`src/sv/fbde_pkg.sv`:
```
// Shared types, constants and the glyph ROM of the frame buffer draw engine.
`default_nettype none

package fbde_pkg;

    // Command codes as they arrive on the cmd port
    typedef enum logic [2:0] {
        OP_FILL  = 3'd0,
        OP_PIXEL = 3'd1,
        OP_HLINE = 3'd2,
        OP_VLINE = 3'd3,
        OP_RECT  = 3'd4,
        OP_GLYPH = 3'd5,
        OP_READ  = 3'd6,
        OP_BAD   = 3'd7
    } op_t;

    // Executor states
    typedef enum logic [3:0] {
        ST_CLEAR,
        ST_IDLE,
        ST_SETUP,
        ST_RD,
        ST_WR,
        ST_RWAIT,
        ST_GLYPH,
        ST_FILL,
        ST_DONE
    } back_state_t;

    // Classified command as it travels through the queue
    typedef struct packed {
        op_t        op;
        logic [7:0] xa;
        logic [7:0] ya;
        logic [7:0] xb;
        logic [7:0] yb;
        logic       color;
        logic       ok;     // position checks passed
        logic [4:0] gidx;   // glyph ROM row, blank for codes outside the ROM
    } job_t;

    // Executor status seen by the front end
    typedef struct packed {
        logic clearing;
        logic active;
    } status_t;

    localparam logic [7:0] GLYPH_BASE  = 8'h20;
    localparam int         GLYPH_W     = 6;
    localparam int         GLYPH_COUNT = 27;
    localparam logic [7:0] BYTE_ON     = 8'hFF;
    localparam logic [7:0] BYTE_OFF    = 8'h00;
    localparam int         QUEUE_DEPTH = 2;

    typedef logic [0:GLYPH_W-1][7:0] glyph_cols_t;

    // One column byte of a 6x8 glyph, column 0 first
    function automatic logic [7:0] glyph_byte(input logic [4:0] idx, input logic [2:0] col);
        glyph_cols_t row;
        logic [7:0]  res;
        case (idx)
            5'd1:    row = 48'h00005F000000;
            5'd2:    row = 48'h000700070000;
            5'd3:    row = 48'h147F147F1400;
            5'd4:    row = 48'h242A7F2A1200;
            5'd5:    row = 48'h231308646200;
            5'd6:    row = 48'h364955225000;
            5'd7:    row = 48'h000503000000;
            5'd8:    row = 48'h001C22410000;
            5'd9:    row = 48'h0041221C0000;
            5'd10:   row = 48'h082A1C2A0800;
            5'd11:   row = 48'h08083E080800;
            5'd12:   row = 48'h005030000000;
            5'd13:   row = 48'h080808080800;
            5'd14:   row = 48'h006060000000;
            5'd15:   row = 48'h201008040200;
            5'd16:   row = 48'h3E5149453E00;
            5'd17:   row = 48'h00427F400000;
            5'd18:   row = 48'h426151494600;
            5'd19:   row = 48'h2141454B3100;
            5'd20:   row = 48'h1814127F1000;
            5'd21:   row = 48'h274545453900;
            5'd22:   row = 48'h3C4A49493000;
            5'd23:   row = 48'h017109050300;
            5'd24:   row = 48'h364949493600;
            5'd25:   row = 48'h064949291E00;
            5'd26:   row = 48'h003636000000;
            default: row = 48'h000000000000;
        endcase
        if (col < 3'(GLYPH_W))
            res = row[col];
        else
            res = BYTE_OFF;
        return res;
    endfunction

endpackage

`default_nettype wire

```
`src/sv/fbde_front.sv`:
```
// Command front end: takes commands, checks positions and fills the queue.
`default_nettype none

module fbde_front import fbde_pkg::*; #(
    parameter int SCREEN_WIDTH  = 128,
    parameter int SCREEN_PAGES  = 8,
    parameter int SCREEN_HEIGHT = 64
) (
    input  wire logic       start,
    input  wire logic [2:0] cmd,
    input  wire logic [7:0] xa,
    input  wire logic [7:0] ya,
    input  wire logic [7:0] xb,
    input  wire logic [7:0] yb,
    input  wire logic       color,
    input  wire logic [7:0] char_code,
    input  wire logic       q_full,
    input  wire status_t    status,
    output logic            busy,
    output logic            push,
    output job_t            push_job
);

    localparam logic [8:0] W9 = 9'(SCREEN_WIDTH);
    localparam logic [8:0] P9 = 9'(SCREEN_PAGES);
    localparam logic [8:0] H9 = 9'(SCREEN_HEIGHT);
    localparam logic [8:0] GLYPH_X_MAX = 9'(SCREEN_WIDTH - GLYPH_W);

    logic [7:0] gdelta;
    logic       pix_in;
    logic       glyph_in;
    logic       read_in;
    op_t        op;

    // No transfer while the store is being cleared or the queue is full
    assign busy = q_full | status.clearing;
    assign push = start & ~busy;

    // Range checks
    assign pix_in   = ({1'b0, xa} < W9) && ({1'b0, ya} < H9) && ({4'b0, ya[7:3]} < P9);
    assign glyph_in = ({1'b0, xa} <= GLYPH_X_MAX) && ({1'b0, ya} < P9);
    assign read_in  = ({1'b0, xa} < W9) && ({1'b0, ya} < P9);
    assign gdelta   = char_code - GLYPH_BASE;
    assign op       = op_t'(cmd);

    // Classification
    always_comb
    begin
        push_job.op    = op;
        push_job.xa    = xa;
        push_job.ya    = ya;
        push_job.xb    = xb;
        push_job.yb    = yb;
        push_job.color = color;
        push_job.gidx  = (gdelta < 8'(GLYPH_COUNT)) ? gdelta[4:0] : 5'd0;
        unique case (op)
            OP_PIXEL: push_job.ok = pix_in;
            OP_GLYPH: push_job.ok = glyph_in;
            OP_READ:  push_job.ok = read_in;
            OP_BAD:   push_job.ok = 1'b0;
            default:  push_job.ok = 1'b1;
        endcase
    end

endmodule

`default_nettype wire

```
`config.mk`:
```
export PLATFORM = sky130hd
export DESIGN_NAME = fbde_front
export DESIGN_NICKNAME = d
export VERILOG_FILES = /design/src/sv/fbde_pkg.sv /design/src/sv/fbde_front.sv
export SDC_FILE = /design/constraint.sdc
export NUM_CORES = 1
export LEC_CHECK = 0
export BUFFER_PORTS_ARGS = -buffer_cell sky130_fd_sc_hd__clkbuf_2
export CORE_MARGIN = 1
export CORE_UTILIZATION = 28
export DETAILED_ROUTE_END_ITERATION = 8
export PLACE_DENSITY_LB_ADDON = 0.3
export SLEW_MARGIN = 20
export SYNTH_ARGS = -nofsm -noshare
export SYNTH_HDL_FRONTEND = slang
export SYNTH_SLANG_ARGS = --single-unit
```
`constraint.sdc`:
```
create_clock -name vclk -period 3.5
set_clock_uncertainty 0.05 [all_clocks]
set_input_delay 0.7 -clock vclk [all_inputs]
set_output_delay 0.7 -clock vclk [all_outputs]
set_load 0.05 [all_outputs]
```
# [Word level (Yosys, flattened, before mapping)]
# Index checks and enable logic that the tools add are counted.
[totals] ff_bits=0 in_bits=48 out_inout_bits=44 wordCells=20
[classes] add_sub_neg=1 magnitude_cmp=6 n_eq_ne=4 n_mux=2 bitwise=3 reduce_logical=4
[op_table] operator="3-bit equality test, second input constant" n=3
[op_table] operator="8-bit by 7-bit <= comparator with 1-bit output, second input constant" n=1
[op_table] operator="8-bit by 4-bit < comparator with 1-bit output, second input constant" n=1
[op_table] operator="8-bit by 5-bit < comparator with 1-bit output, second input constant" n=1
[op_table] operator="8-bit by 7-bit < comparator with 1-bit output, second input constant" n=1
[op_table] operator="8-bit < comparator, second input constant" n=1
[op_table] operator="8-bit by 6-bit subtractor with 8-bit output, second input constant" n=1
[op_table] operator="5-bit by 4-bit < comparator with 1-bit output, second input constant" n=1
[op_table] operator="5-bit 2-to-1 mux" n=1
[op_table] operator="1-bit logical AND" n=4
[op_table] operator="1-bit case mux with 4 select lines" n=1
[op_table] operator="3-bit by 1-bit equality test with 1-bit output, second input constant" n=1
[op_table] operator="1-bit bitwise AND" n=1
[op_table] operator="1-bit NOT" n=1
[op_table] operator="1-bit bitwise OR" n=1

# [Logic depth before layout (Yosys ltp)]
[depth] word_depth=4 depth_mapped=5 depth_no_buf=5

# [Worst setup path after synthesis]
# OpenSTA, ideal clock, no wires.
[synth_path] path_type="input port to output port" start="in status[1] (netlist bit)" end="out push" arrival_time_ps=1819 required_time_ps=2750 path_slack_ps=931 cell_stages=2 n_path_buf=0 cell_sequence="or2_2 > nor2_1"
[synth_via] elab_chain_len=3
[synth_rtl] element="from (decl)" line_no="fbde_front.sv:18" source="input wire status_t status,"
[synth_rtl] element="1-bit bitwise OR" line_no="fbde_front.sv:36" source="assign busy = q_full | status.clearing;"
[synth_rtl] element="1-bit NOT" line_no="fbde_front.sv:37" source="assign push = start & ~busy;"
[synth_rtl] element="1-bit bitwise AND" line_no="fbde_front.sv:37"
[synth_rtl] element="to (decl)" line_no="fbde_front.sv:20" source="output logic push,"
# No other way between the ends.

==> impl_metrics.toml <==
[run_status]
status = "completed"

[detailed_routing]
vias = 424
drt-wirelength-per-cell_um = 8.914
routed_wl_um = 829
drt_iter0_markers = 2
final_antenna_net_count = 0
dr.pass1.iters = 2
viasPerCell = 4.559
drcViolationCount = 0

[clocking]
holdBufCountCts = 0
cts_setup_buffers = 0
cts.repair.resized = 0

[setup_path]
critPathSlowestCell = "clkbuf_2"
crit_arrival_ns = 1.81
cp_slowest_stage_delay_ns = 0.27
required_ns = 2.75
startpoint_type = "input port"
path_class = "in2out"
endpoint_kind = "output pin"
path_common_cell = "clkbuf_2"
path_max_fanout = 5
path_cells = "clkbuf_2, inv_1, ha_1, xnor2_1, and3_4, and3_1, clkbuf_2"

[layout]
fillers = 154
fin_cells = 93
post-route-util = 0.3231
regArea_um2 = 0
design.seq.count = 0
drive_gt1_frac = 0.6795
multi_input_area_um2 = 157.7
n_antenna_cell = 0
final_common_cell = "clkbuf_2"
layout_common_cells = "clkbuf_2 (51), inv_1 (4), nand2_1 (3), and3_1 (3), nor2_1 (3)"
syn_to_final_growth_pct = 0.8473
nClkBuffers = 0
fin_nets = 129

[run]
cap_violations = 0

[pwr]
leakagePower_nw = 0.3234
p_sw_mw = 0.06685
ir_drop_uv = 44.90
pwr-share-seq = 0
p_comb_frac = 1.000
powerDensity_nw_per_um2 = 208.8
clkPwrFrac = 0
p_int_mw = 0.02642
switching_share = 0.7168

[global_routing]
grt_max_degree = 6
grt_pass1_vias = 308
antenna_found_initial = 0
gr-usage-all-layers = 0.08178
grt_pass1_wl_um = 1235
gr-total-overflow = 0

[floorplanning]
start_util = 0.3204
dieArea_um2 = 1745
core_um2 = 1383
dieWidth_um = 41.77
die_h_um = 41.77
row_count = 13
ioPinCount = 92

[synth]
syn_nets = 112
synth_top_family_by_area = "buffers and inverters"
synthAdderAreaFrac = 0.02825
post_synth_and_or_nand_nor_area_fraction = 0.1554
synth_cell_type_count = 17
synth_xor_area_frac = 0.01977
netlist_instances = 63
synthMuxAreaShare = 0
synth_compound_area_frac = 0.1525
syn_area_per_cell_um2 = 7.031
syn-cell-area_um2 = 442.9
yosys_warnings = 0
yosysSeqAreaShare = 0

[worst_hold_path]
hold_path.class = "in2out"
worstHoldPathCells = 0

[sta]
max_freq_ghz = 0.3900
hold_viol = 0
min_period_over_period = 0.7325
period_needed_ns = 2.564
finalMaxSlewViolations = 0
tns_ns = 0
worst_slew_pin_slew_ns = 0.2779
setup_viol = 0
rsz0062_at_grt = "false"
slew_headroom = 0.8133

[place]
portBuffers = 51
dp_hpwl_um = 782.8
gp_congestion = 0.6127
post-place-cells = 93
[stage by stage]
| stage | setup WS [ns] | hold WS [ns] | total power, mW | instance area (um2) |
|---|---|---|---|---|
| 5_1_grt | 0.8704 | 1.350 | 0.09881 | 446.7 |
| 3_3_place_gp | 0.9483 | 1.350 | 0.09313 | 446.7 |
| 2_1_floorplan | 0.9307 | 1.517 | 0.1370 | 442.9 |
| 4_1_cts | 0.9314 | 1.350 | 0.09417 | 446.7 |
| 3_5_place_dp | 0.9341 | 1.350 | 0.09394 | 446.7 |
| 6_report | 0.9362 | 1.350 | 0.09326 | 446.7 |
[path summary, 6_finish.rpt]
check	to	from
max	push_job[2]	char_code[5]
min	push_job[17]	xb[2]
[cells by family (layout without fill, tap and decap cells)]
kind of cell	after synthesis	after routing
AO/OA/AOI/OAI	8	8
AND/OR/NAND/NOR	13	13
XOR/XNOR	1	1
adder cells (fa/ha/maj)	1	1
buffers and inverters	40	55
[cell usage after synthesis, drive strengths merged]
| library cell | count | area [um2] |
|---|---|---|
| nor2 | 3 | 11.26 |
| ha | 1 | 12.51 |
| buf | 36 | 270.3 |
| a41oi | 1 | 8.760 |
| xnor2 | 1 | 8.760 |
| o211ai | 1 | 7.510 |
| or2 | 1 | 6.260 |
| nand2 | 3 | 11.26 |
| a211oi | 1 | 7.510 |
| nor3 | 2 | 10.01 |
| o21bai | 1 | 7.510 |
| o211a | 2 | 20.02 |
| a21o | 1 | 7.510 |
| inv | 4 | 15.01 |
| and3 | 4 | 30.03 |
| o311ai | 1 | 8.760 |
[metal layers]
layer  track usage  up-vias  routed length [um]
met5             0        -                   0
met1       0.07949      171                 261
met3       0.02609        4                 140
met2        0.1656       42                 416
li1              -      207                   -
met4       0.01290        0                  10
[power by group through the flow]
| stage | sequential [mW] | combinational [mW] | clock (mW) |
|---|---|---|---|
| 2_1_floorplan | 0 | 0.137 | 0 |
| 3_3_place_gp | 0 | 0.0931 | 0 |
| 3_5_place_dp | 0 | 0.0939 | 0 |
| 4_1_cts | 0 | 0.0942 | 0 |
| 5_1_grt | 0 | 0.0988 | 0 |
| 6_report | 0 | 0.0933 | 0 |
[cell type report]
class	count	area share
inverter	4	0.03361
multi-input combinational	23	0.3529
tap	15	0.04202
timing repair buffer	51	0.5714
[critical path: cells and delay by family]
| kind | cells | cell delay [ns] |
|---|---|---|
| buf+inv | 3 | 0.40 |
| xor+xnor | 1 | 0.15 |
| fa+ha+maj | 1 | 0.19 |
| simple gates | 2 | 0.38 |
(Power assumes the default switching activity.)
