[config.mk]
export PLATFORM = sky130hd
export DESIGN_NAME = fbde_queue
export DESIGN_NICKNAME = d
export VERILOG_FILES = /design/src/sv/fbde_pkg.sv /design/src/sv/fbde_queue.sv
export SDC_FILE = /design/constraint.sdc
export NUM_CORES = 1
export LEC_CHECK = 0
export ABC_AREA = 1
export BUFFER_PORTS_ARGS = -buffer_cell sky130_fd_sc_hd__buf_2
export CAP_MARGIN = 15
export CELL_PAD_IN_SITES_DETAIL_PLACEMENT = 0
export CELL_PAD_IN_SITES_GLOBAL_PLACEMENT = 1
export CORE_MARGIN = 1
export CORE_UTILIZATION = 40
export DETAILED_ROUTE_END_ITERATION = 10
export PLACE_DENSITY_LB_ADDON = 0.1
export SLEW_MARGIN = 40
export SYNTH_ARGS = -nofsm -noshare
export SYNTH_HDL_FRONTEND = slang
export SYNTH_SLANG_ARGS = --single-unit
[constraint.sdc]
create_clock -name clk -period 7.35 [get_ports clk]
set_clock_uncertainty 0.2 [all_clocks]
set_input_delay 1.1025 -clock clk [delete_from_list [all_inputs] [get_ports clk]]
set_output_delay 1.1025 -clock clk [all_outputs]
set_load 0.005 [all_outputs]
[src/sv/fbde_pkg.sv]
// Shared types, constants and the glyph ROM of the frame buffer draw engine.
`default_nettype none

package fbde_pkg;

    // Command codes as they arrive on the cmd port
    typedef enum logic [2:0] {
        OP_FILL  = 3'd0,
        OP_PIXEL = 3'd1,
        OP_HLINE = 3'd2,
        OP_VLINE = 3'd3,
        OP_RECT  = 3'd4,
        OP_GLYPH = 3'd5,
        OP_READ  = 3'd6,
        OP_BAD   = 3'd7
    } op_t;

    // Executor states
    typedef enum logic [3:0] {
        ST_CLEAR,
        ST_IDLE,
        ST_SETUP,
        ST_RD,
        ST_WR,
        ST_RWAIT,
        ST_GLYPH,
        ST_FILL,
        ST_DONE
    } back_state_t;

    // Classified command as it travels through the queue
    typedef struct packed {
        op_t        op;
        logic [7:0] xa;
        logic [7:0] ya;
        logic [7:0] xb;
        logic [7:0] yb;
        logic       color;
        logic       ok;     // position checks passed
        logic [4:0] gidx;   // glyph ROM row, blank for codes outside the ROM
    } job_t;

    // Executor status seen by the front end
    typedef struct packed {
        logic clearing;
        logic active;
    } status_t;

    localparam logic [7:0] GLYPH_BASE  = 8'h20;
    localparam int         GLYPH_W     = 6;
    localparam int         GLYPH_COUNT = 27;
    localparam logic [7:0] BYTE_ON     = 8'hFF;
    localparam logic [7:0] BYTE_OFF    = 8'h00;
    localparam int         QUEUE_DEPTH = 2;

    typedef logic [0:GLYPH_W-1][7:0] glyph_cols_t;

    // One column byte of a 6x8 glyph, column 0 first
    function automatic logic [7:0] glyph_byte(input logic [4:0] idx, input logic [2:0] col);
        glyph_cols_t row;
        logic [7:0]  res;
        case (idx)
            5'd1:    row = 48'h00005F000000;
            5'd2:    row = 48'h000700070000;
            5'd3:    row = 48'h147F147F1400;
            5'd4:    row = 48'h242A7F2A1200;
            5'd5:    row = 48'h231308646200;
            5'd6:    row = 48'h364955225000;
            5'd7:    row = 48'h000503000000;
            5'd8:    row = 48'h001C22410000;
            5'd9:    row = 48'h0041221C0000;
            5'd10:   row = 48'h082A1C2A0800;
            5'd11:   row = 48'h08083E080800;
            5'd12:   row = 48'h005030000000;
            5'd13:   row = 48'h080808080800;
            5'd14:   row = 48'h006060000000;
            5'd15:   row = 48'h201008040200;
            5'd16:   row = 48'h3E5149453E00;
            5'd17:   row = 48'h00427F400000;
            5'd18:   row = 48'h426151494600;
            5'd19:   row = 48'h2141454B3100;
            5'd20:   row = 48'h1814127F1000;
            5'd21:   row = 48'h274545453900;
            5'd22:   row = 48'h3C4A49493000;
            5'd23:   row = 48'h017109050300;
            5'd24:   row = 48'h364949493600;
            5'd25:   row = 48'h064949291E00;
            5'd26:   row = 48'h003636000000;
            default: row = 48'h000000000000;
        endcase
        if (col < 3'(GLYPH_W))
            res = row[col];
        else
            res = BYTE_OFF;
        return res;
    endfunction

endpackage

`default_nettype wire

[src/sv/fbde_queue.sv]
// Two-entry command queue between front end and executor.
`default_nettype none

module fbde_queue import fbde_pkg::*; (
    input  wire logic clk,
    input  wire logic rst_n,
    input  wire logic push,
    input  wire job_t push_job,
    input  wire logic pop,
    output logic      q_valid,
    output logic      q_full,
    output job_t      q_job
);

    localparam int PW = $clog2(QUEUE_DEPTH);

    job_t            entry_reg [QUEUE_DEPTH];
    logic [PW-1:0]   wr_ptr_reg, wr_ptr_next;
    logic [PW-1:0]   rd_ptr_reg, rd_ptr_next;
    logic [PW:0]     count_reg, count_next;
    logic            do_pop;

    assign q_valid = (count_reg != '0);
    assign q_full  = (count_reg == (PW+1)'(QUEUE_DEPTH));
    assign q_job   = entry_reg[rd_ptr_reg];
    assign do_pop  = pop & q_valid;

    // Pointer and count update
    always_comb
    begin
        wr_ptr_next = wr_ptr_reg;
        rd_ptr_next = rd_ptr_reg;
        count_next  = count_reg;
        if (push)
            wr_ptr_next = (wr_ptr_reg == PW'(QUEUE_DEPTH-1)) ? '0 : wr_ptr_reg + 1'b1;
        if (do_pop)
            rd_ptr_next = (rd_ptr_reg == PW'(QUEUE_DEPTH-1)) ? '0 : rd_ptr_reg + 1'b1;
        if (push && !do_pop)
            count_next = count_reg + 1'b1;
        else if (do_pop && !push)
            count_next = count_reg - 1'b1;
    end

    always_ff @(posedge clk or negedge rst_n)
    begin
        if (!rst_n)
        begin
            wr_ptr_reg <= '0;
            rd_ptr_reg <= '0;
            count_reg  <= '0;
        end
        else
        begin
            wr_ptr_reg <= wr_ptr_next;
            rd_ptr_reg <= rd_ptr_next;
            count_reg  <= count_next;
        end
    end

    // Entry storage
    always_ff @(posedge clk)
    begin
        if (push)
            entry_reg[wr_ptr_reg] <= push_job;
    end

endmodule

`default_nettype wire

# --- Word-level counts from Yosys, hierarchy flattened ---
# Memory sizes are Yosys's and may differ from the RTL's.
# Index checks and enable logic that the tools add are counted.
word_totals:
  ramBits: 84
  word_cells: 22
  ff_bits: 4
  mem_count: 1
  output_inout_bits: 44
  inputBits: 46
memory_table:
  columns: ["name", "words", "width", "read_ports", "rd_clocked_by_memory_dff", "write_ports", "line_no", "rtl"]
  rows:
  - ["entry_reg", 2, 42, 1, 0, 1, "fbde_queue.sv:17", "job_t entry_reg [QUEUE_DEPTH];"]
op_classes:
  n_bitwise: 1
  n_mux: 6
  eq_ne: 1
  addsub: 4
  n_reduce_logical: 6
op_table:
  columns: ["operator", "n"]
  rows:
  - ["2-to-1 mux 1 bit", 4]
  - ["2-to-1 mux 2 bit", 2]
  - ["nonzero test 2 bit", 2]
  - ["adder 1 bit, second input constant", 2]
  - ["adder 2 x 1 -> 2 bit, second input constant", 1]
  - ["equality test 2 bit, second input constant", 1]
  - ["logical AND 1 bit", 2]
  - ["logical NOT 1 bit", 2]
  - ["subtractor 2 x 1 -> 2 bit, second input constant", 1]
  - ["bitwise AND 1 bit", 1]

# --- Depth between registers and ports, before layout ---
# Gate-level depths: netlist of run 1.
depth:
  ltp_word: 5
  depth_mapped: 9
  ltp_nobuf: 9

# --- Least setup slack after synthesis of run 1 ---
# OpenSTA, ideal clock, no wires.
synth_timing:
  kind: "input to register"
  from: "input push"
  to: "memory entry_reg[0][0] in the netlist's numbering, enable pin"
  required_ns: 6.708
  stages: 2
  t_arrival_ns: 2.909
  path_buffers: 0
  setup_time_ns: 0.442
  slack_ns: 3.799
  path_cell_list: "inv_1 nor2_1"
synth_via:
  elab_chain_len: 2
synth_rtl:
  columns: ["element", "line_no", "rtl"]
  rows:
  - ["start: declaration", "fbde_queue.sv:7", "input wire logic push,"]
  - ["2-to-1 mux 1 bit", "fbde_queue.sv:63", "if (push)"]
  - ["2-to-1 mux 1 bit (implied by the code)", "fbde_queue.sv:64", "entry_reg[wr_ptr_reg] <= push_job;"]
  - ["end: declaration", "fbde_queue.sv:17", null]
# Every way passes these cells.

==> results of run 1 <==
## logic make-up (layout without fill, tap and decap cells)
logic type | Yosys count | count (layout)
AND/OR/NAND/NOR | 140 | 140
flip-flops | 88 | 88
buffers and inverters | 16 | 112
XOR/XNOR | 2 | 2
adder cells (fa/ha/maj) | 1 | 1
## per-layer routing
metal / vias to the layer above / wire length, um / global-route usage
met2: 67 / 2880 / 0.224
met5: - / 0 / 0
met3: 11 / 355 / 0.0348
li1: 1009 / - / -
met1: 899 / 2330 / 0.159
met4: 0 / 121 / 0.0744
## cell type report
type	instances	area share
clock buffer	11	0.0323
clock inverter	4	0.0172
inverter	7	0.00892
multi-input combinational	143	0.153
sequential	88	0.645
tap	105	0.0323
timing repair buffer	90	0.111
## stage by stage
| stage | hold WS [ns] | util | setup WS [ns] | power [mW] | std cells |
|---|---|---|---|---|---|
| after CTS | 0.282 | 0.498 | 4.30 | 1.51 | 448 |
| after floorplan | 0.242 | - | 3.80 | 1.02 | 247 |
| after global routing | 0.310 | 0.498 | 4.22 | 1.58 | 448 |
| final | 0.280 | 0.498 | 4.36 | 1.48 | 448 |
| after detailed placement | 0.264 | 0.473 | 4.65 | 1.17 | 433 |
| after global placement | 0.260 | 0.472 | 4.41 | 1.17 | 433 |
## cells in the final DEF (no fill, tap or decap)
cell,count
sky130_fd_sc_hd__nor2_1,1
sky130_fd_sc_hd__nand2_1,114
sky130_fd_sc_hd__clkinv_2,2
sky130_fd_sc_hd__nand4_1,1
sky130_fd_sc_hd__nand3_1,2
sky130_fd_sc_hd__ha_1,1
sky130_fd_sc_hd__clkbuf_8,9
sky130_fd_sc_hd__nand2_2,21
sky130_fd_sc_hd__xor2_1,1
sky130_fd_sc_hd__edfxtp_1,84
sky130_fd_sc_hd__inv_1,5
sky130_fd_sc_hd__buf_2,89
sky130_fd_sc_hd__bufinv_16,2
sky130_fd_sc_hd__buf_4,1
sky130_fd_sc_hd__inv_8,1
sky130_fd_sc_hd__inv_4,1
sky130_fd_sc_hd__dfrtp_4,1
sky130_fd_sc_hd__clkbuf_1,2
sky130_fd_sc_hd__xnor2_1,1
sky130_fd_sc_hd__dfrtp_1,3
sky130_fd_sc_hd__nor2_4,1
## worst paths after layout
check	from	endpoint	slack [ns]	depth (start not counted)
max in group asynchronous	rst_n	rd_ptr_reg$_DFFE_PN0P_	6.46	1
hold reg to reg	count_reg[1]$_DFFE_PN0P_	count_reg[1]$_DFFE_PN0P_	0.28	2
hold / removal	count_reg[1]$_DFFE_PN0P_	count_reg[1]$_DFFE_PN0P_	0.28	2
setup / recovery	rd_ptr_reg$_DFFE_PN0P_	q_job[21]	4.36	4
setup reg to reg	wr_ptr_reg$_DFFE_PN0P_	entry_reg[0][22]$_DFFE_PP_	5.54	2
min in group asynchronous	rst_n	rd_ptr_reg$_DFFE_PN0P_	0.36	1
## report_power, final
group | internal [mW] | switching, mW
clock network | 0.189 | 0.152
logic | 0.161 | 0.244
registers | 0.668 | 0.0699
total | 1.02 | 0.465
## critical path: cells and delay by family (launching register included)
family | cells | cell delay [ns]
flops | 1 | 0.71
buf+inv | 2 | 0.44
simple gates | 2 | 0.18
==> reports/qor_table.md, run 1 <==
| Quantity | Reported | Unit |
|---|---|---|
| Result of the run | finished, final reports clean | - |
| EDFF count, synth | 84 | - |
| Pins Over Slew Limit | 0 | - |
| Dominant cell type by area after synthesis | sky130_fd_sc_hd__edfxtp_1 | - |
| Detailed-route wire length per cell | 12.7 | um |
| Most frequent cell after synthesis | sky130_fd_sc_hd__nand2_1 | - |
| Post-cts hold buffer count | 0 | - |
| Number of placement rows | 33 | - |
| Largest register FFs | 84 | - |
| Via count | 1,986 | - |
| Fraction of layout cells with a size suffix above 1 | 0.373 | - |
| Mapped Area | 0.00338 | mm^2 |
| Final WL | 5.68 | mm |
| Async set-reset flop share out of synthesis | 0.0455 | - |
| Clock Latency Late Sink | 0.33 | ns |
| Setup-failing EPs final | 0 | - |
| Number of H-tree levels | 3 | - |
| Area of the placeable core | 0.00818 | mm^2 |
| Nets | 386 | - |
| Combinational family with the most area after synthesis | simple AND/OR/NAND/NOR gates | - |
| Clock tree from TritonCTS | yes | - |
| Post-DRT Antenna Nets | 0 | - |
| Half-perimeter wire length of the detailed placement result | 3.44 | mm |
| Yosys warning count | 0 | - |
| Distinct cell type count after synthesis | 15 | - |
| Sum Neg Setup Slack | 0 | ns |
| Share of the synthesized netlist area taken by xor and xnor gates | 0.00519 | - |
| Average footprint of a synthesized cell | 13.7 | um^2 |
| Share of Yosys cell area claimed by the top area cell type | 0.747 | - |
| Clock sinks | 88 | - |
| Area fraction in compound gates after synthesis | 0 | - |
| Port Buffers | 89 | - |
| First-pass detailed-route iteration total | 4 | - |
| Antenna violations before repair | 0 | - |
| Sequential standard cell area | 0.00263 | mm^2 |
| Sequence of cells on the critical path | inv_8 > nand2_1 > nand2_1 > buf_2 | - |
| Achievable frequency | 0.334 | GHz |
| Basic-gate share of the synthesized area counting and, or, nand and nor cells | 0.173 | - |
| Final worst path period need | 2.99 | ns |
| Synthesized flop and latch total | 88 | - |
| Slowest stage cell on the critical path | sky130_fd_sc_hd__dfrtp_4 | - |
| Final Hold Vio Count | 0 | - |
| Mapped Cells | 247 | - |
| Post-synthesis net count | 294 | - |
| Post-synthesis adder-cell area fraction | 0.00371 | - |
| Number of diodes | 0 | - |
| Data required time at the worst endpoint | 6.05 | ns |
| Category of the critical setup timing path | reg2out | - |
| Post-cts repair resize count | 0 | - |
| Area enclosed by the die boundary | 0.00881 | mm^2 |
| Post-CTS Setup Repair Bufs | 0 | - |
| Fraction of the yosys area taken by sequential cells | 0.777 | - |
| Cell types with the largest area share after synthesis | sky130_fd_sc_hd__edfxtp_1, sky130_fd_sc_hd__nand2_1, sky130_fd_sc_hd__nand2_2 | - |
| Initial DRC Count | 101 | - |
| Initial core utilization | 0.413 | - |
| Worst Max-Slew Pin Slew | 0.556 | ns |
| Element type at the critical path start | register | - |
| Max Fanout on Critical Path | 44 | - |
| Setup repair after global routing missed its margin | no | - |
| Leftover overflow at the end of global routing | 0 | - |
| Global-route wire length before repair | 8.54 | mm |
| Routability-driven placement congestion ratio | 0.689 | - |
| Commonest cells in the synthesized netlist | sky130_fd_sc_hd__nand2_1, sky130_fd_sc_hd__edfxtp_1, sky130_fd_sc_hd__nand2_2 | - |
| Leakage power summed over all cells | 1.76 | nW |
| Critical path endpoint category | output port | - |
| Vias per Instance | 4.43 | - |
| Clock Pin Slew Worst Setup and Hold Paths | 0.08 | ns |
| Area post-placement | 0.00387 | mm^2 |
| Post-synth top flop | sky130_fd_sc_hd__edfxtp_1 | - |
| CTS buffer count | 9 | - |
| Gr usage total | 0.135 | - |
| Die X-Extent | 93.9 | um |
| DRC Markers | 0 | - |
| Summed area of non-filler cells in the final layout | 0.00407 | mm^2 |
| Worst slew slack as a fraction of its limit | 0.629 | - |
| Share of synthesized area spent on multiplexers | 0 | - |
| Via count of the first global-routing pass | 1,815 | - |
| Area delta synth->final | 20.5 | % |
| Most common cell on crit path | sky130_fd_sc_hd__nand2_1 | - |
| Maximum clock insertion buffer count | 2 | - |
| Largest net degree at the start of global routing | 45 | - |
| Number of max-cap violations | 0 | - |
| Area of the multi-input gates | 621 | um^2 |
| Power per Cell Area | 365 | mW/mm^2 |
| Class of the worst hold path | reg2reg | - |
| Num ports | 90 | - |
| Endpoint arrival time on the critical path | 1.69 | ns |
| Die boundary height | 93.9 | um |
| Cell at the root of the clock tree | sky130_fd_sc_hd__clkbuf_8 | - |
| Worst path max stage delay | 0.71 | ns |
| Maximum resistive drop on vdd | 133 | uV |
| Final period util | 0.407 | - |
| Filler cell count in the final layout | 730 | - |
No activity file was read; power rests on OpenSTA's default activity.
==> inputs of run 2 (changes only) <==
- clock period: 7.35 -> 2.9 ns (I/O delays scaled with it)
==> run 2 against run 1 <==
Compared with the run above: worst hold slack worse by 0.20 ns; clock power is 98% higher; register-to-register slack worse by 4.2 ns.
==> reports/qor_table.md, run 2 (synthesis gave the netlist of run 1 again) <==
| Quantity | Reported | Unit |
|---|---|---|
| Result of the run | finished, final reports clean | - |
| Clock Latency Late Sink | 0.33 | ns |
| Cell at the root of the clock tree | sky130_fd_sc_hd__clkbuf_8 | - |
| Max Fanout on Critical Path | 29 | - |
| Achievable frequency | 0.429 | GHz |
| Final Hold Vio Count | 0 | - |
| Maximum resistive drop on vdd | 346 | uV |
| Antenna violations before repair | 0 | - |
| Leakage power summed over all cells | 1.76 | nW |
| Area delta synth->final | 19.8 | % |
| Final worst path period need | 2.33 | ns |
| Worst slew slack as a fraction of its limit | 0.585 | - |
| Layout Utilization | 0.495 | - |
| Post-DRT Antenna Nets | 0 | - |
| Die boundary height | 93.9 | um |
| Number of placement rows | 33 | - |
| First-pass detailed-route iteration total | 4 | - |
| Commonest non-fill, non-tap cell in the layout | sky130_fd_sc_hd__nand2_1 | - |
| Clock Pin Slew Worst Setup and Hold Paths | 0.08 | ns |
| Clock sinks | 88 | - |
| Most frequent cells in the layout | sky130_fd_sc_hd__nand2_1, sky130_fd_sc_hd__buf_2, sky130_fd_sc_hd__edfxtp_1 | - |
| Number of max-cap violations | 0 | - |
| Element type at the critical path start | register | - |
| Gr usage total | 0.142 | - |
| Post-cts repair resize count | 0 | - |
| Leftover overflow at the end of global routing | 0 | - |
| Area of the placeable core | 0.00818 | mm^2 |
| Post-layout instance count excluding filler cells | 451 | - |
| Worst path max stage delay | 0.78 | ns |
| Sum Neg Setup Slack | 0 | ns |
| Routability-driven placement congestion ratio | 0.685 | - |
| Setup repair after global routing missed its margin | no | - |
| Maximum clock insertion buffer count | 2 | - |
| Most common cell on crit path | sky130_fd_sc_hd__nand2_1 | - |
| Num ports | 90 | - |
| Filler cell count in the final layout | 768 | - |
| Worst Max-Slew Pin Slew | 0.622 | ns |
| Delay-heaviest family, CP | flip-flops | - |
| Largest net degree at the start of global routing | 44 | - |
| Fraction of layout cells with a size suffix above 1 | 0.379 | - |
| Nets | 390 | - |
| Area of the multi-input gates | 621 | um^2 |
| Final WL | 5.70 | mm |
| Sequence of cells on the critical path | buf_4 > nand2_1 > nand2_1 > buf_2 | - |
| Detailed-route wire length per cell | 12.6 | um |
| Vias per Instance | 4.37 | - |
| Area enclosed by the die boundary | 0.00881 | mm^2 |
| Number of diodes | 0 | - |
| Cell count after placement | 436 | - |
| Data required time at the worst endpoint | 2.27 | ns |
| Slowest stage cell on the critical path | sky130_fd_sc_hd__dfrtp_2 | - |
| Number of H-tree levels | 3 | - |
| Initial DRC Count | 21 | - |
| Post-CTS Setup Repair Bufs | 0 | - |
| Via count | 1,972 | - |
| Power per Cell Area | 886 | mW/mm^2 |
| Global-route wire length before repair | 9.00 | mm |
| CP bufs+invs | 2 | - |
| Sequential standard cell area | 0.00262 | mm^2 |
| Port Buffers | 89 | - |
| Endpoint arrival time on the critical path | 1.70 | ns |
| Via count of the first global-routing pass | 1,916 | - |
| Post-cts hold buffer count | 1 | - |
| Pins Over Slew Limit | 0 | - |
| CTS buffer count | 9 | - |
| Clock tree from TritonCTS | yes | - |
| Half-perimeter wire length of the detailed placement result | 3.59 | mm |
| Class of the worst hold path | in2reg | - |
| Category of the critical setup timing path | reg2out | - |
| Largest register FFs | 84 | - |
| Critical path endpoint category | output port | - |
| Die X-Extent | 93.9 | um |
| Final period util | 0.804 | - |
| DRC Markers | 0 | - |
| Setup-failing EPs final | 0 | - |
| Initial core utilization | 0.413 | - |
[run 2: routing by layer]
| layer | wire (um) | share of wire | track usage |
|---|---|---|---|
| met5 | 0 | 0 | 0 |
| met4 | 93 | 0.016 | 0.0782 |
| met3 | 365 | 0.064 | 0.0372 |
| met2 | 2900 | 0.51 | 0.240 |
| met1 | 2340 | 0.41 | 0.164 |
[run 2: layout make-up]
type,instances,area share
clock buffer,10,0.0315
tap,105,0.0325
timing repair buffer,94,0.120
clock inverter,4,0.00588
multi-input combinational,143,0.153
sequential,88,0.648
inverter,7,0.00835
[run 2: metrics by stage]
step           setup WS, ns  total power [mW]  area [um^2]  hold slack (ns)
2_1_floorplan        0.0163              2.59         3380          -0.0606
3_3_place_gp          0.881              2.98         3880           0.0518
3_5_place_dp          0.881              2.98         3880           0.0542
4_1_cts               0.498              3.66         4050           0.0598
5_1_grt               0.401              3.87         4050           0.0559
6_report              0.568              3.59         4050           0.0800
[run 2: worst paths after layout]
path,startpoint,slack [ns],depth (start not counted),end
worst max-delay path,rd_ptr_reg$_DFFE_PN0P_,0.57,4,q_job[31]
max in group asynchronous,rst_n,2.12,2,rd_ptr_reg$_DFFE_PN0P_
worst min-delay path,push_job[34],0.08,1,entry_reg[0][34]$_DFFE_PP_
min in group asynchronous,rst_n,0.24,2,rd_ptr_reg$_DFFE_PN0P_
worst min register to register,count_reg[1]$_DFFE_PN0P_,0.28,2,count_reg[1]$_DFFE_PN0P_
worst max register to register,wr_ptr_reg$_DFFE_PN0P_,1.31,2,entry_reg[0][26]$_DFFE_PP_
[run 2: worst register-to-register path, delay by kind of cell (launching register included)]
family,cells,cell delay [ns]
buffers and inverters,1,0.49
DFF,1,0.43
and+or+nand+nor,1,0.11
[run 2: power by group]
group,switching (mW),internal (mW),leakage (nW)
registers,0.145,1.69,0.835
clock network,0.375,0.299,0.0817
logic,0.650,0.426,0.844
==> inputs of run 3 (changes only) <==
- CORE_UTILIZATION: 40 -> 37
- clock period: 2.9 -> 2 ns (I/O delays scaled with it)
==> run 3 against run 2 <==
Compared with the run above: clock power increased by 78%; count of clock-buffer cells in the layout decreased by 1; cell count increased by 11%; non-clock buffer count increased by 45; critical endpoint is now q_job[20]; largest cell class unchanged; highest routed layer unchanged.
==> reports/qor_table.md, run 3 (synthesis gave the netlist of run 1 again) <==
| Quantity | Reported | Unit |
|---|---|---|
| Achievable frequency | 0.535 | GHz |
| Clock sinks | 88 | - |
| Via count | 2,168 | - |
| Die boundary height | 97.5 | um |
| Fraction of power consumed by the clock network | 0.216 | - |
| Gr usage total | 0.134 | - |
| Final period util | 0.934 | - |
| Largest net degree at the start of global routing | 44 | - |
| Via count of the first global-routing pass | 2,055 | - |
| Post-CTS Setup Repair Bufs | 0 | - |
| Post-route worst hold slack | 0.0869 | ns |
| Final Hold Vio Count | 0 | - |
| Area delta synth->final | 35.0 | % |
| Largest register FFs | 84 | - |
| Worst Max-Slew Pin Slew | 0.314 | ns |
| Leftover overflow at the end of global routing | 0 | - |
| Half-perimeter wire length of the detailed placement result | 3.55 | mm |
| Proportion of total power due to net switching | 0.326 | - |
| Num ports | 90 | - |
| Clock tree from TritonCTS | yes | - |
| Most frequent cells in the layout | sky130_fd_sc_hd__nand2_1, sky130_fd_sc_hd__buf_2, sky130_fd_sc_hd__edfxtp_1 | - |
| Class of the worst hold path | in2async | - |
| DRC Markers | 0 | - |
| Nets | 435 | - |
| Port Buffers | 89 | - |
| Cell at the root of the clock tree | sky130_fd_sc_hd__clkbuf_8 | - |
| Initial DRC Count | 80 | - |
| Result of the run | finished, final reports clean | - |
| Number of diodes | 0 | - |
| Area post-placement | 0.00391 | mm^2 |
| Power per Cell Area | 1210 | mW/mm^2 |
| Final worst path period need | 1.87 | ns |
| Clock Latency Late Sink | 0.34 | ns |
| Pins Over Slew Limit | 0 | - |
| Category of the critical setup timing path | reg2out | - |
| Element type at the critical path start | register | - |
| Initial core utilization | 0.385 | - |
| Critical path endpoint category | output port | - |
| Area enclosed by the die boundary | 0.00951 | mm^2 |
| Maximum resistive drop on vdd | 656 | uV |
| Final WL | 6.16 | mm |
| Fraction of layout cells with a size suffix above 1 | 0.344 | - |
| Sum Neg Setup Slack | 0 | ns |
| Antenna violations before repair | 0 | - |
| Cell count after placement | 440 | - |
| First-pass detailed-route iteration total | 4 | - |
| Vias per Instance | 4.33 | - |
| Setup-failing EPs final | 0 | - |
| CTS buffer count | 9 | - |
| Endpoint arrival time on the critical path | 1.37 | ns |
| Post-DRT Antenna Nets | 0 | - |
| Post-layout instance count excluding filler cells | 501 | - |
| Max Fanout on Critical Path | 43 | - |
| Detailed-route wire length per cell | 12.3 | um |
| Switching component of the power | 1.80 | mW |
| Maximum clock insertion buffer count | 2 | - |
| Number of max-cap violations | 0 | - |
| Number of placement rows | 34 | - |
| Data required time at the worst endpoint | 1.50 | ns |
| Routability-driven placement congestion ratio | 0.706 | - |
| Commonest non-fill, non-tap cell in the layout | sky130_fd_sc_hd__nand2_1 | - |
| Summed area of non-filler cells in the final layout | 0.00456 | mm^2 |
| Number of cell instances on the worst register-to-register path | 8 | - |
| Die X-Extent | 97.5 | um |
| Setup repair after global routing missed its margin | no | - |
| Clock Pin Slew Worst Setup and Hold Paths | 0.08 | ns |
| Area of the placeable core | 0.00876 | mm^2 |
| Total Power Consumption | 5.54 | mW |
| Internal portion of total power | 3.73 | mW |
| Reg power frac | 0.465 | - |
| Global-route wire length before repair | 9.90 | mm |
| Leakage power summed over all cells | 1.97 | nW |
| Number of H-tree levels | 3 | - |
| Filler cell count in the final layout | 802 | - |
| Worst slew slack as a fraction of its limit | 0.791 | - |
| Combinational power share | 0.318 | - |
[run 3: worst max-delay path: stages (launching register included)]
cell,delay (ns)
sky130_fd_sc_hd__dfrtp_2,0.45
sky130_fd_sc_hd__clkinv_8,0.21
sky130_fd_sc_hd__nand2_1,0.12
sky130_fd_sc_hd__nand2_1,0.07
sky130_fd_sc_hd__buf_2,0.13
[run 3: power groups by stage]
| stage | clock network [mW] | registers, mW | logic [mW] |
|---|---|---|---|
| global route | 1.30 | 2.61 | 2.02 |
| finish | 1.20 | 2.58 | 1.76 |
| global placement | 0 | 2.61 | 1.75 |
| floorplan | 0 | 2.59 | 1.16 |
| CTS | 1.23 | 2.58 | 1.83 |
| detailed placement | 0 | 2.62 | 1.75 |
[run 3: through the flow]
stage               worst slack (ns)   util
floorplan                      0.114      -
global placement               0.474  0.446
detailed placement             0.464  0.446
CTS                           0.0740  0.520
global route                  0.0321  0.520
finish                         0.133  0.520
[run 3: layout make-up]
class,instances,area [um^2],area share
sequential,88,2620,0.575
timing repair buffer,139,946,0.207
multi-input combinational,143,621,0.136
tap,108,135,0.0296
clock buffer,9,124,0.0272
clock inverter,7,72.6,0.0159
inverter,7,38.8,0.00850
[run 3: final timing paths]
path	start	end	slack [ns]
min in group clk	count_reg[1]$_DFFE_PN0P_	count_reg[1]$_DFFE_PN0P_	0.29
worst min register to register	count_reg[1]$_DFFE_PN0P_	count_reg[1]$_DFFE_PN0P_	0.29
max in group asynchronous	rst_n	rd_ptr_reg$_DFFE_PN0P_	1.38
worst max register to register	count_reg[0]$_DFFE_PN0P_	count_reg[1]$_DFFE_PN0P_	0.51
worst min-delay path	rst_n	rd_ptr_reg$_DFFE_PN0P_	0.09
worst max-delay path	rd_ptr_reg$_DFFE_PN0P_	q_job[20]	0.13
[run 3: repair_timing]
action	4_1_cts	5_1_grt
hold buffers	45	0
gates resized for setup	0	1
endpoints found under the setup margin	0	1
endpoints found under the hold margin	90	0
[run 3: layer usage]
metal / global-route usage / share of wire
met5: 0 / 0
met1: 0.159 / 0.43
met4: 0.0577 / 0.017
met2: 0.233 / 0.50
met3: 0.0309 / 0.047
